==> src/hdl/rfk_pkg.sv <==
package rfk_pkg;

  // Port widths fixed by the word formats.
  localparam int OFFSET_W = 16;
  localparam int WEIGHT_W = 16;
  localparam int MODE_W   = 3;

  // Default fixed-point formats.
  localparam int IN_FRAC_DEF  = 12;
  localparam int OUT_FRAC_DEF = 14;

  // Filter mode register codes.
  localparam logic [MODE_W-1:0] MODE_BOX      = 3'd0;
  localparam logic [MODE_W-1:0] MODE_TRIANGLE = 3'd1;
  localparam logic [MODE_W-1:0] MODE_HERMITE  = 3'd2;
  localparam logic [MODE_W-1:0] MODE_BELL     = 3'd3;
  localparam logic [MODE_W-1:0] MODE_BSPLINE  = 3'd4;
  localparam logic [MODE_W-1:0] MODE_MITCHELL = 3'd5;

  // One polynomial piece of one filter; the inner and outer pieces are separate.
  typedef enum logic [3:0] {
    PC_ZERO,
    PC_BOX,
    PC_TRI,
    PC_HERM,
    PC_BELL_IN,
    PC_BELL_OUT,
    PC_BSP_IN,
    PC_BSP_OUT,
    PC_MIT_IN,
    PC_MIT_OUT
  } piece_t;

  // Odd factor of the piece denominator.
  typedef enum logic [1:0] {
    DIV_1,
    DIV_3,
    DIV_9
  } odd_div_t;

  // num = c3*v^3 + c2*v^2*s + c1*v*s^2 + c0*s^3, divided by odd * 2^pow2.
  typedef struct packed {
    logic signed [7:0] c3;
    logic signed [7:0] c2;
    logic signed [7:0] c1;
    logic signed [7:0] c0;
    odd_div_t          odd;
    logic [1:0]        pow2;
  } coef_t;

  // Control that travels with each word down the pipeline.
  typedef struct packed {
    logic   valid;
    piece_t piece;
  } ctl_t;

  // Coefficients and denominator of each piece.
  function automatic coef_t piece_coef(piece_t p);
    coef_t c;
    c      = '0;
    c.odd  = DIV_1;
    case (p)
      PC_BOX: begin
        c.c0 = 8'sd1;
      end
      PC_TRI: begin
        c.c1 = -8'sd1;
        c.c0 = 8'sd1;
      end
      PC_HERM: begin
        c.c3 = 8'sd2;
        c.c2 = -8'sd3;
        c.c0 = 8'sd1;
      end
      PC_BELL_IN: begin
        c.c2   = -8'sd4;
        c.c0   = 8'sd3;
        c.pow2 = 2'd2;
      end
      PC_BELL_OUT: begin
        c.c2   = 8'sd1;
        c.pow2 = 2'd3;
      end
      PC_BSP_IN: begin
        c.c3   = 8'sd3;
        c.c2   = -8'sd6;
        c.c0   = 8'sd4;
        c.odd  = DIV_3;
        c.pow2 = 2'd1;
      end
      PC_BSP_OUT: begin
        c.c3   = 8'sd1;
        c.odd  = DIV_3;
        c.pow2 = 2'd1;
      end
      PC_MIT_IN: begin
        c.c3   = 8'sd21;
        c.c2   = -8'sd36;
        c.c0   = 8'sd16;
        c.odd  = DIV_9;
        c.pow2 = 2'd1;
      end
      PC_MIT_OUT: begin
        c.c3   = -8'sd7;
        c.c2   = 8'sd36;
        c.c1   = -8'sd60;
        c.c0   = 8'sd32;
        c.odd  = DIV_9;
        c.pow2 = 2'd1;
      end
      default: begin
        c = '0;
      end
    endcase
    return c;
  endfunction

endpackage

==> src/hdl/resampling_filter_kernel_eval_top.sv <==
// Throughput: one word per cycle, through a ten-stage pipeline (two cascaded multipliers
// for the powers, term scaling, a two-level sum, rounding and a reciprocal divide).
// A stall at the output holds every stage; in_ready follows out_ready combinationally.
// Reset (rst_n low, synchronous) clears all valid bits and sets filter_mode to box.
module resampling_filter_kernel_eval_top #(
  parameter int IN_FRAC_BITS  = rfk_pkg::IN_FRAC_DEF,
  parameter int OUT_FRAC_BITS = rfk_pkg::OUT_FRAC_DEF
) (
  input  logic                                 clk,
  input  logic                                 rst_n,
  input  logic                                 cfg_valid,
  output logic                                 cfg_ready,
  input  logic [rfk_pkg::MODE_W-1:0]           cfg_data,
  input  logic                                 in_valid,
  output logic                                 in_ready,
  input  logic signed [rfk_pkg::OFFSET_W-1:0]  in_offset,
  output logic                                 out_valid,
  input  logic                                 out_ready,
  output logic signed [rfk_pkg::WEIGHT_W-1:0]  out_weight
);

  logic [rfk_pkg::MODE_W-1:0]          filter_mode_r;
  logic [rfk_pkg::MODE_W-1:0]          filter_mode_nxt;
  logic                                adv;
  rfk_pkg::ctl_t                       front_ctl;
  logic [IN_FRAC_BITS+1:0]             front_v;
  rfk_pkg::ctl_t                       poly_ctl;
  logic signed [3*IN_FRAC_BITS+10:0]   poly_num;

  // Mode register; a write is taken in any cycle.
  assign cfg_ready       = 1'b1;
  assign filter_mode_nxt = (cfg_valid && cfg_ready) ? cfg_data : filter_mode_r;

  always_ff @(posedge clk) begin
    if (!rst_n) begin
      filter_mode_r <= rfk_pkg::MODE_BOX;
    end else begin
      filter_mode_r <= filter_mode_nxt;
    end
  end

  // The whole pipeline moves unless a finished word waits at the output.
  assign adv      = !out_valid || out_ready;
  assign in_ready = adv;

  rfk_front #(
    .IN_FRAC_BITS (IN_FRAC_BITS)
  ) u_front (
    .clk       (clk),
    .rst_n     (rst_n),
    .adv       (adv),
    .in_valid  (in_valid),
    .in_offset (in_offset),
    .mode      (filter_mode_r),
    .ctl_o     (front_ctl),
    .v_o       (front_v)
  );

  rfk_poly #(
    .IN_FRAC_BITS (IN_FRAC_BITS)
  ) u_poly (
    .clk   (clk),
    .rst_n (rst_n),
    .adv   (adv),
    .ctl_i (front_ctl),
    .v_i   (front_v),
    .ctl_o (poly_ctl),
    .num_o (poly_num)
  );

  rfk_round #(
    .IN_FRAC_BITS  (IN_FRAC_BITS),
    .OUT_FRAC_BITS (OUT_FRAC_BITS)
  ) u_round (
    .clk        (clk),
    .rst_n      (rst_n),
    .adv        (adv),
    .ctl_i      (poly_ctl),
    .num_i      (poly_num),
    .out_valid  (out_valid),
    .out_weight (out_weight)
  );

endmodule

==> src/hdl/rfk_front.sv <==
module rfk_front #(
  parameter int IN_FRAC_BITS = rfk_pkg::IN_FRAC_DEF
) (
  input  logic                                     clk,
  input  logic                                     rst_n,
  input  logic                                     adv,
  input  logic                                     in_valid,
  input  logic signed [rfk_pkg::OFFSET_W-1:0]      in_offset,
  input  logic [rfk_pkg::MODE_W-1:0]               mode,
  output rfk_pkg::ctl_t                            ctl_o,
  output logic [IN_FRAC_BITS+1:0]                  v_o
);

  localparam int F  = IN_FRAC_BITS;
  localparam int VW = F + 2;
  localparam int CW = (F + 3 > 18) ? F + 3 : 18;

  localparam logic signed [CW-1:0] ONE_S   = CW'(longint'(1) <<< F);
  localparam logic signed [CW-1:0] TWO_S   = CW'(longint'(2) <<< F);
  localparam logic signed [CW-1:0] THREE_S = CW'(longint'(3) <<< F);

  logic signed [CW-1:0] xs;
  logic signed [CW-1:0] x2;
  logic signed [CW-1:0] ax;
  logic signed [CW-1:0] a2;
  logic signed [CW-1:0] vs;
  rfk_pkg::piece_t      piece_nxt;
  rfk_pkg::ctl_t        ctl_nxt;
  rfk_pkg::ctl_t        ctl_r;
  logic [VW-1:0]        v_nxt;
  logic [VW-1:0]        v_r;

  // Offset, twice the offset and their magnitudes.
  assign xs = CW'(in_offset);
  assign x2 = xs <<< 1;
  assign ax = (xs < 0) ? -xs : xs;
  assign a2 = ax <<< 1;

  // Pick the polynomial piece and its variable for the selected filter.
  always_comb begin
    piece_nxt = rfk_pkg::PC_ZERO;
    vs        = '0;
    case (mode)
      rfk_pkg::MODE_BOX: begin
        if (x2 > -ONE_S && x2 <= ONE_S) begin
          piece_nxt = rfk_pkg::PC_BOX;
        end
      end
      rfk_pkg::MODE_TRIANGLE: begin
        if (ax < ONE_S) begin
          piece_nxt = rfk_pkg::PC_TRI;
          vs        = ax;
        end
      end
      rfk_pkg::MODE_HERMITE: begin
        if (ax < ONE_S) begin
          piece_nxt = rfk_pkg::PC_HERM;
          vs        = ax;
        end
      end
      rfk_pkg::MODE_BELL: begin
        if (a2 < ONE_S) begin
          piece_nxt = rfk_pkg::PC_BELL_IN;
          vs        = ax;
        end else if (a2 < THREE_S) begin
          piece_nxt = rfk_pkg::PC_BELL_OUT;
          vs        = THREE_S - a2;
        end
      end
      rfk_pkg::MODE_BSPLINE: begin
        if (ax < ONE_S) begin
          piece_nxt = rfk_pkg::PC_BSP_IN;
          vs        = ax;
        end else if (ax < TWO_S) begin
          piece_nxt = rfk_pkg::PC_BSP_OUT;
          vs        = TWO_S - ax;
        end
      end
      rfk_pkg::MODE_MITCHELL: begin
        if (ax < ONE_S) begin
          piece_nxt = rfk_pkg::PC_MIT_IN;
          vs        = ax;
        end else if (ax < TWO_S) begin
          piece_nxt = rfk_pkg::PC_MIT_OUT;
          vs        = ax;
        end
      end
      default: begin
        piece_nxt = rfk_pkg::PC_ZERO;
      end
    endcase
  end

  assign ctl_nxt.valid = in_valid;
  assign ctl_nxt.piece = piece_nxt;
  assign v_nxt         = vs[VW-1:0];

  // Stage register.
  always_ff @(posedge clk) begin
    if (!rst_n) begin
      ctl_r <= '0;
    end else if (adv) begin
      ctl_r <= ctl_nxt;
    end
  end

  always_ff @(posedge clk) begin
    if (adv) begin
      v_r <= v_nxt;
    end
  end

  assign ctl_o = ctl_r;
  assign v_o   = v_r;

endmodule

==> src/hdl/rfk_poly.sv <==
module rfk_poly #(
  parameter int IN_FRAC_BITS = rfk_pkg::IN_FRAC_DEF
) (
  input  logic                                 clk,
  input  logic                                 rst_n,
  input  logic                                 adv,
  input  rfk_pkg::ctl_t                        ctl_i,
  input  logic [IN_FRAC_BITS+1:0]              v_i,
  output rfk_pkg::ctl_t                        ctl_o,
  output logic signed [3*IN_FRAC_BITS+10:0]    num_o
);

  localparam int F  = IN_FRAC_BITS;
  localparam int VW = F + 2;
  localparam int NW = 3 * F + 11;

  rfk_pkg::ctl_t         ctl_b_r;
  rfk_pkg::ctl_t         ctl_c_r;
  rfk_pkg::ctl_t         ctl_d_r;
  rfk_pkg::ctl_t         ctl_e_r;
  rfk_pkg::ctl_t         ctl_f_r;
  rfk_pkg::coef_t        cf;

  logic [VW-1:0]         v_b_r;
  logic [2*VW-1:0]       sq_nxt;
  logic [2*VW-1:0]       sq_b_r;
  logic [VW-1:0]         v_c_r;
  logic [2*VW-1:0]       sq_c_r;
  logic [3*VW-1:0]       cube_nxt;
  logic [3*VW-1:0]       cube_c_r;

  logic signed [NW-1:0]  vx;
  logic signed [NW-1:0]  sqx;
  logic signed [NW-1:0]  cubex;
  logic signed [NW-1:0]  t3_nxt;
  logic signed [NW-1:0]  t2_nxt;
  logic signed [NW-1:0]  t1_nxt;
  logic signed [NW-1:0]  t0_nxt;
  logic signed [NW-1:0]  t3_d_r;
  logic signed [NW-1:0]  t2_d_r;
  logic signed [NW-1:0]  t1_d_r;
  logic signed [NW-1:0]  t0_d_r;
  logic signed [NW-1:0]  hi_nxt;
  logic signed [NW-1:0]  lo_nxt;
  logic signed [NW-1:0]  hi_e_r;
  logic signed [NW-1:0]  lo_e_r;
  logic signed [NW-1:0]  num_nxt;
  logic signed [NW-1:0]  num_f_r;

  // Square, then cube, each behind its own register.
  assign sq_nxt   = v_i * v_i;
  assign cube_nxt = sq_b_r * v_b_r;

  // Scale each power by the coefficient of its piece.
  assign cf     = rfk_pkg::piece_coef(ctl_c_r.piece);
  assign vx     = signed'(NW'(v_c_r));
  assign sqx    = signed'(NW'(sq_c_r));
  assign cubex  = signed'(NW'(cube_c_r));
  assign t3_nxt = cubex * cf.c3;
  assign t2_nxt = sqx * cf.c2;
  assign t1_nxt = vx * cf.c1;
  assign t0_nxt = NW'(cf.c0);

  // Align the terms to s^3 and add them in two levels.
  assign hi_nxt  = t3_d_r + (t2_d_r <<< F);
  assign lo_nxt  = (t1_d_r <<< (2 * F)) + (t0_d_r <<< (3 * F));
  assign num_nxt = hi_e_r + lo_e_r;

  // Valid bits and piece codes.
  always_ff @(posedge clk) begin
    if (!rst_n) begin
      ctl_b_r <= '0;
      ctl_c_r <= '0;
      ctl_d_r <= '0;
      ctl_e_r <= '0;
      ctl_f_r <= '0;
    end else if (adv) begin
      ctl_b_r <= ctl_i;
      ctl_c_r <= ctl_b_r;
      ctl_d_r <= ctl_c_r;
      ctl_e_r <= ctl_d_r;
      ctl_f_r <= ctl_e_r;
    end
  end

  // Data stages.
  always_ff @(posedge clk) begin
    if (adv) begin
      v_b_r    <= v_i;
      sq_b_r   <= sq_nxt;
      v_c_r    <= v_b_r;
      sq_c_r   <= sq_b_r;
      cube_c_r <= cube_nxt;
      t3_d_r   <= t3_nxt;
      t2_d_r   <= t2_nxt;
      t1_d_r   <= t1_nxt;
      t0_d_r   <= t0_nxt;
      hi_e_r   <= hi_nxt;
      lo_e_r   <= lo_nxt;
      num_f_r  <= num_nxt;
    end
  end

  assign ctl_o = ctl_f_r;
  assign num_o = num_f_r;

endmodule

==> src/hdl/rfk_round.sv <==
module rfk_round #(
  parameter int IN_FRAC_BITS  = rfk_pkg::IN_FRAC_DEF,
  parameter int OUT_FRAC_BITS = rfk_pkg::OUT_FRAC_DEF
) (
  input  logic                                 clk,
  input  logic                                 rst_n,
  input  logic                                 adv,
  input  rfk_pkg::ctl_t                        ctl_i,
  input  logic signed [3*IN_FRAC_BITS+10:0]    num_i,
  output logic                                 out_valid,
  output logic signed [rfk_pkg::WEIGHT_W-1:0]  out_weight
);

  localparam int F  = IN_FRAC_BITS;
  localparam int O  = OUT_FRAC_BITS;
  localparam int NW = 3 * F + 11;
  localparam int K  = 3 * F - O;
  localparam int QW = O + 5;
  localparam int QB = O + 2;
  localparam int S  = QW + 4;
  localparam int PW = QW + S;
  localparam int EW = (O + 3 > 17) ? O + 3 : 17;
  localparam int WW = rfk_pkg::WEIGHT_W;

  // Reciprocals rounded up; exact for every quotient below 2^QW.
  localparam logic [S-1:0] RECIP3 = S'(((64'd1 << S) + 64'd2) / 64'd3);
  localparam logic [S-1:0] RECIP9 = S'(((64'd1 << S) + 64'd8) / 64'd9);

  localparam logic signed [EW-1:0] W_MAX = EW'((longint'(1) <<< (WW - 1)) - 1);
  localparam logic signed [EW-1:0] W_MIN = EW'(-(longint'(1) <<< (WW - 1)));

  rfk_pkg::ctl_t          ctl_g_r;
  rfk_pkg::ctl_t          ctl_h_r;
  rfk_pkg::ctl_t          ctl_i_r;
  rfk_pkg::coef_t         cf_h;
  rfk_pkg::coef_t         cf_i;

  logic [NW-1:0]          mag_nxt;
  logic [NW-1:0]          mag_g_r;
  logic                   neg_g_r;
  logic                   neg_h_r;
  logic                   neg_i_r;
  logic [3:0]             odd_val;
  logic [NW:0]            rnd_sum;
  logic [QW-1:0]          quo_nxt;
  logic [QW-1:0]          quo_h_r;
  logic [S-1:0]           recip;
  logic [PW-1:0]          prod;
  logic [QB-1:0]          q_nxt;
  logic [QB-1:0]          q_i_r;
  logic signed [EW-1:0]   qs;
  logic signed [EW-1:0]   sw;
  logic signed [WW-1:0]   weight_nxt;
  logic signed [WW-1:0]   weight_r;
  logic                   valid_r;

  // Magnitude and sign of the exact numerator.
  assign mag_nxt = num_i[NW-1] ? -num_i : num_i;

  // Add half the denominator, then drop its power-of-two part.
  assign cf_h = rfk_pkg::piece_coef(ctl_g_r.piece);

  always_comb begin
    case (cf_h.odd)
      rfk_pkg::DIV_3: odd_val = 4'd3;
      rfk_pkg::DIV_9: odd_val = 4'd9;
      default:        odd_val = 4'd1;
    endcase
  end

  always_comb begin
    case (cf_h.pow2)
      2'd0: begin
        rnd_sum = (NW+1)'(mag_g_r) + ((NW+1)'(odd_val) << (K - 1));
        quo_nxt = QW'(rnd_sum >> K);
      end
      2'd1: begin
        rnd_sum = (NW+1)'(mag_g_r) + ((NW+1)'(odd_val) << K);
        quo_nxt = QW'(rnd_sum >> (K + 1));
      end
      2'd2: begin
        rnd_sum = (NW+1)'(mag_g_r) + ((NW+1)'(odd_val) << (K + 1));
        quo_nxt = QW'(rnd_sum >> (K + 2));
      end
      default: begin
        rnd_sum = (NW+1)'(mag_g_r) + ((NW+1)'(odd_val) << (K + 2));
        quo_nxt = QW'(rnd_sum >> (K + 3));
      end
    endcase
  end

  // Divide by the odd factor through a reciprocal multiply.
  assign cf_i  = rfk_pkg::piece_coef(ctl_h_r.piece);
  assign recip = (cf_i.odd == rfk_pkg::DIV_3) ? RECIP3 : RECIP9;
  assign prod  = PW'(quo_h_r) * PW'(recip);
  assign q_nxt = (cf_i.odd == rfk_pkg::DIV_1) ? QB'(quo_h_r) : QB'(prod >> S);

  // Restore the sign and clamp to the weight word.
  assign qs = signed'(EW'(q_i_r));
  assign sw = neg_i_r ? -qs : qs;

  always_comb begin
    if (sw > W_MAX) begin
      weight_nxt = W_MAX[WW-1:0];
    end else if (sw < W_MIN) begin
      weight_nxt = W_MIN[WW-1:0];
    end else begin
      weight_nxt = sw[WW-1:0];
    end
  end

  // Valid bits and piece codes.
  always_ff @(posedge clk) begin
    if (!rst_n) begin
      ctl_g_r <= '0;
      ctl_h_r <= '0;
      ctl_i_r <= '0;
      valid_r <= 1'b0;
    end else if (adv) begin
      ctl_g_r <= ctl_i;
      ctl_h_r <= ctl_g_r;
      ctl_i_r <= ctl_h_r;
      valid_r <= ctl_i_r.valid;
    end
  end

  // Data stages, ending in the output register.
  always_ff @(posedge clk) begin
    if (adv) begin
      mag_g_r  <= mag_nxt;
      neg_g_r  <= num_i[NW-1];
      quo_h_r  <= quo_nxt;
      neg_h_r  <= neg_g_r;
      q_i_r    <= q_nxt;
      neg_i_r  <= neg_h_r;
      weight_r <= weight_nxt;
    end
  end

  assign out_valid  = valid_r;
  assign out_weight = weight_r;

endmodule

==> config.mk <==
export PLATFORM = sky130hd
export DESIGN_NAME = resampling_filter_kernel_eval_top
export DESIGN_NICKNAME = d
export VERILOG_FILES = /design/src/hdl/rfk_pkg.sv /design/src/hdl/resampling_filter_kernel_eval_top.sv /design/src/hdl/rfk_front.sv /design/src/hdl/rfk_poly.sv /design/src/hdl/rfk_round.sv
export SDC_FILE = /design/constraint.sdc
export NUM_CORES = 2
export LEC_CHECK = 0
export BUFFER_PORTS_ARGS = -buffer_cell sky130_fd_sc_hd__buf_2
export CAP_MARGIN = 20
export CORE_ASPECT_RATIO = 0.6
export CORE_UTILIZATION = 52
export CTS_CLUSTER_SIZE = 30
export DETAILED_ROUTE_END_ITERATION = 8
export PLACE_DENSITY = 0.72
export RECOVER_POWER = 100
export SLEW_MARGIN = 10
export SYNTH_ARGS = -nofsm -noshare
export SYNTH_HDL_FRONTEND = slang
export SYNTH_SLANG_ARGS = --single-unit
==> constraint.sdc <==
create_clock -name clk -period 51.2 [get_ports clk]
set_clock_uncertainty 0.05 [all_clocks]
set_input_delay 10.24 -clock clk [delete_from_list [all_inputs] [get_ports clk]]
set_output_delay 10.24 -clock clk [all_outputs]
set_load 0.02 [all_outputs]
== After elaboration in Yosys (flattened, before gate mapping) ==
Index checks and enable logic that the tools add are counted.

* Bits in registers: 535
* Bits in latches: 0
* Bits in writable memories: 0
* Bits in read-only memories: 0
* Input port bits: 24
* Output and inout bits: 19
* Memories: 0

* $add $sub $neg: 12
* Multiply operators: 6
* Div/mod/pow operators: 0
* Magnitude comparators: 9
* Eq/ne operators: 29
* Shift operators: 0
* Mux-type cells: 33
* Bitwise operators: 0
* Reduce and logical (&&, ||, !) cells: 13

{| class="wikitable"
|+ Operators by type and width
! cell !! number
|-
| two-way mux 14 bit || 7
|-
| adder 47 bit || 2
|-
| case mux 19 bit (3 select lines) || 1
|-
| case mux 14 bit (4 select lines) || 1
|-
| case mux 8 bit (6 select lines) || 1
|-
| adder 47 x 43 -> 47 bit || 1
|-
| multiplier 43 x 8 -> 47 bit || 1
|-
| adder 44 x 28 -> 44 bit || 1
|-
| two-way mux 44 bit || 1
|-
| negator 44 bit || 1
|-
| adder 43 x 27 -> 43 bit || 1
|-
| adder 42 x 26 -> 42 bit || 1
|-
| multiplier 28 x 14 -> 42 bit || 1
|-
| adder 41 x 25 -> 41 bit || 1
|-
| equality test 4 x 3 -> 1 bit (second input constant) || 10
|-
| case mux 8 bit (5 select lines) || 1
|-
| multiplier 19 x 23 -> 39 bit || 1
|-
| less-than comparator 18 x 14 -> 1 bit (second input constant) || 2
|-
| less-than comparator 18 x 15 -> 1 bit (second input constant) || 2
|-
| multiplier 29 x 8 -> 35 bit || 1
|-
| two-way mux 16 bit || 2
|-
| case mux 6 bit (5 select lines) || 1
|-
| multiplier 14 x 14 -> 28 bit || 1
|-
| equality test 4 bit (second input constant) || 6
|-
| 37 further kinds || 54
|}

== Logic depth before layout (Yosys ltp) ==
* Depth in word-level cells: 7
* Gate-level depth with buffers: 30

== Hierarchy ==
From an unflattened synthesis, not the netlist that was laid out.

* Cell total of the unflattened synthesis: 6767
* Area, all modules: 67334.6 µm²

{| class="wikitable"
|+ By module, submodules not included
! module !! times used !! cells an instance !! area each (µm²)
|-
| rfk_poly || 1 || 5181 || 52318.9
|-
| rfk_round || 1 || 1393 || 13226.4
|-
| rfk_front || 1 || 181 || 1662.8
|-
| resampling_filter_kernel_eval_top || 1 || 12 || 126.4
|}

== Worst setup path after synthesis ==
OpenSTA, ideal clock, no wires.

* Path kind: input-to-output
* Start: input port out_ready
* End: output port in_ready
* Arrival time: 22.668 ns
* Required time: 40.910 ns
* Path slack: 18.242 ns
* Stages on the path: 4
* Buffers on the path: 2
* Cells stage by stage: nor2b_1 clkbuf_1 inv_1 clkbuf_1

* Cells in the longest elaborated chain, start to end: 1

{| class="wikitable"
|+ RTL lines
! item !! RTL line !! text
|-
| start: declaration || resampling_filter_kernel_eval_top.sv:18 || <nowiki>input logic out_ready,</nowiki>
|-
| logical OR 1 bit || resampling_filter_kernel_eval_top.sv:43 || <nowiki>assign adv = !out_valid || out_ready;</nowiki>
|-
| end: declaration || resampling_filter_kernel_eval_top.sv:15 || <nowiki>output logic in_ready,</nowiki>
|}

No other way between the ends.

== Final worst setup path ==
Ends and elaborated chain as after synthesis.

==> run summary <==
Status - finished, violations left
Violated checks - capacitance limit, slew limit
Final min period - 27.38 ns
Post-synth cell types - 76
Num CTS Buffers - 52
Slowest-stage cell, CP - clkinvlp_2
DRC viols - 0
Fin. Hold Viols - 0
Mapped Area - 0.0658 mm2
Part of the cycle the worst path needs - 53.5%
GRT overflow - 0
Drt first pass iters - 5
Count of state elements after synthesis - 481
Max VDD drop - 0.0253 mV
Cell Pwr Density - 13.7 mW/mm2
Core Util, Final - 55.7%
Largest net degree at the start of global routing - 100
Gpl congestion - 0.970
Worst path required time - 40.91 ns
DIE HEIGHT - 277 um
Area growth, synth to finish - 5.59%
CP Launch Type - input pin
Hold crit path type - flop to flop
Post-synthesis instance total - 6607
Register area share after synthesis - 21.3%
Critical Path AT - 17.09 ns
Routed WL - 153000 um
Max-slew violations - 1045
DIE AREA - 0.128 mm2
CP peak stage delay - 4.16 ns
Number of synthesized flops with an enable pin - 437
Largest cells by area after synthesis - fa_1, edfxtp_1, ha_1
Initial DRC Count - 3697
Worst Tran Pin Value - 4.02 ns
CP top delay family - buffers and inverters
Initial Utilization - 52.7%
Setup ws final - 23.82 ns
Pleak - 35.0 nW
Port buffer count - 41
Ys flop type - edfxtp_1
First-pass GRT wire length - 255000 um
Synth warnings - 0
Post-CTS Resized - 0
RSZ-0062 raised after global routing - false
Commonest non-fill, non-tap cell in the layout - inv_1
Detailed Place HPWL - 127000 um
Clock transition at the registers of the reported paths - 0.07 ns
Area share of the largest cell type after synthesis - 32.3%
Hold-fix buffers at CTS - 0
Final setup fails - 0
Async S/R FF share, synth - 0%
Setup Slack @ Placement - 29.29 ns
Layout cells sized above 1 - 2.29%
Vias - 44800
Hold WS - 0.363 ns
Crit-path cells - clkbuf_1 -> nor2b_4 -> clkbuf_1 -> clkinvlp_2 -> clkbuf_1
Total GRT Usage - 25.2%
I/O pin cnt - 43
Antenna violations before repair - 2
CTS tree - yes
Clk_lat worst skew - 0.70 ns
Routed Antenna Nets - 0
Max Freq - 36.5 MHz
Setup crit end kind - output pin
Synth Area per Inst - 9.95 um2
Max-cap violations - 22
Crit Path Category - input pin to output pin
Worst rel slew slack - -168%
Drt wl/cell - 18.4 um
Setup TNS - 0 ns
Core area - 0.125 mm2
Area leader, netlist - fa_1
Clock Tree Buf Depth - 3
Rows - 100
Vias/cell - 5.38
CP Max Fanout - 99
Critical path's most frequent cell - clkbuf_1
Clock sink count - 481
Post-CTS Setup Inserts - 0
Die extent in x - 461 um
Commonest non-fill, non-tap cells in the layout - inv_1, fa_1, ha_1, nand2_1, edfxtp_1
Root Buffer - clkbuf_16
Vias in the first global route - 47300
Crit path buf inv count - 4
H-tree levels - 2
Final nets - 8304
[worst register-to-register path, delay by kind of cell, from the launching register on]
family,cells,cell delay (ns)
buffers and inverters,6,14.10
AND/OR/NAND/NOR,1,0.11
flip-flops,1,0.31
[sequential cells by signal, indices dropped and copies added, names as in the netlist, 13 cells and up]
signal,cells
u_round.mag_g_r,23
u_poly.t2_d_r,35
u_poly.lo_e_r,23
u_poly.v_c_r,13
u_poly.t1_d_r,23
u_round.quo_h_r,19
u_poly.hi_e_r,47
u_poly.t3_d_r,47
u_poly.sq_b_r,27
u_poly.cube_c_r,42
u_poly.num_o,45
u_round.out_weight,16
u_poly.v_b_r,13
u_poly.sq_c_r,26
u_round.q_i_r,16
u_front.v_o,14
[layer usage]
| layer | vias to the layer above | track usage, % | wire length, um |
|---|---|---|---|
| met3 | 125 | 7.97 | 16700 |
| met4 | 0 | 3.74 | 2060 |
| met5 | - | 0 | 0 |
| met2 | 1551 | 34.1 | 59400 |
| met1 | 22400 | 39.6 | 74600 |
| li1 | 20700 | - | - |
[report_power, final]
group | total, mW | switching (mW) | internal [mW]
Combinational | 0.0954 | 0.0591 | 0.0363
Sequential | 0.445 | 0.0135 | 0.432
Clock | 0.409 | 0.183 | 0.226
[path summary, 6_finish.rpt]
kind	from	to	slack, ns	cells after the start
worst max-delay path	out_ready	in_ready	23.82	5
worst min-delay path	u_poly.hi_e_r[11]	u_poly.num_o[11]	0.36	0
worst max register to register	u_round.out_valid	u_poly.t0_d_r[2]	36.06	7
worst min register to register	u_poly.hi_e_r[11]	u_poly.num_o[11]	0.36	0
[synthesized netlist by cell type (44+ instances only)]
| cell | n |
|---|---|
| a21o_1 | 97 |
| fa_1 | 1061 |
| edfxtp_1 | 437 |
| inv_1 | 1449 |
| and2_1 | 444 |
| dfxtp_1 | 44 |
| nand2b_1 | 104 |
| nor3_1 | 60 |
| o21ai_0 | 155 |
| a21oi_1 | 219 |
| nand3_1 | 54 |
| xor2_1 | 95 |
| clkbuf_1 | 171 |
| nor2b_1 | 106 |
| xnor2_1 | 222 |
| nor2_1 | 222 |
| nand2_1 | 574 |
| ha_1 | 635 |
[metrics by stage]
stage	std cells	power, mW	area [um2]
after global placement	8206	0.545	67800
after floorplan	6625	0.515	65800
final	8312	0.950	69400
after detailed placement	8206	0.547	67800
after CTS	8304	0.956	69600
after global routing	8312	0.986	69400
[cell families after synthesis]
| group | Yosys count | share of synthesized area, % |
|---|---|---|
| adders and majority gates | 1697 | 44.4 |
| and+or+nand+nor | 1697 | 13.0 |
| buffers and inverters | 1634 | 9.33 |
| AOI/OAI and AO/OA | 769 | 7.54 |
| DFF | 481 | 21.3 |
| xor gates and xnor gates | 317 | 4.22 |
| muxes | 10 | 0.162 |
| other | 2 | 0.0114 |
[cell type report]
class	instances	area, um2
Antenna cell	1	2.50
Clock buffer	59	1360
Clock inverter	39	450
Fill cell	10800	55300
Inverter	1449	5440
Multi-Input combinational cell	4510	45700
Sequential cell	481	14000
Tap cell	1683	2110
Timing Repair Buffer	90	403
Power figures use the tool's default switching activity.
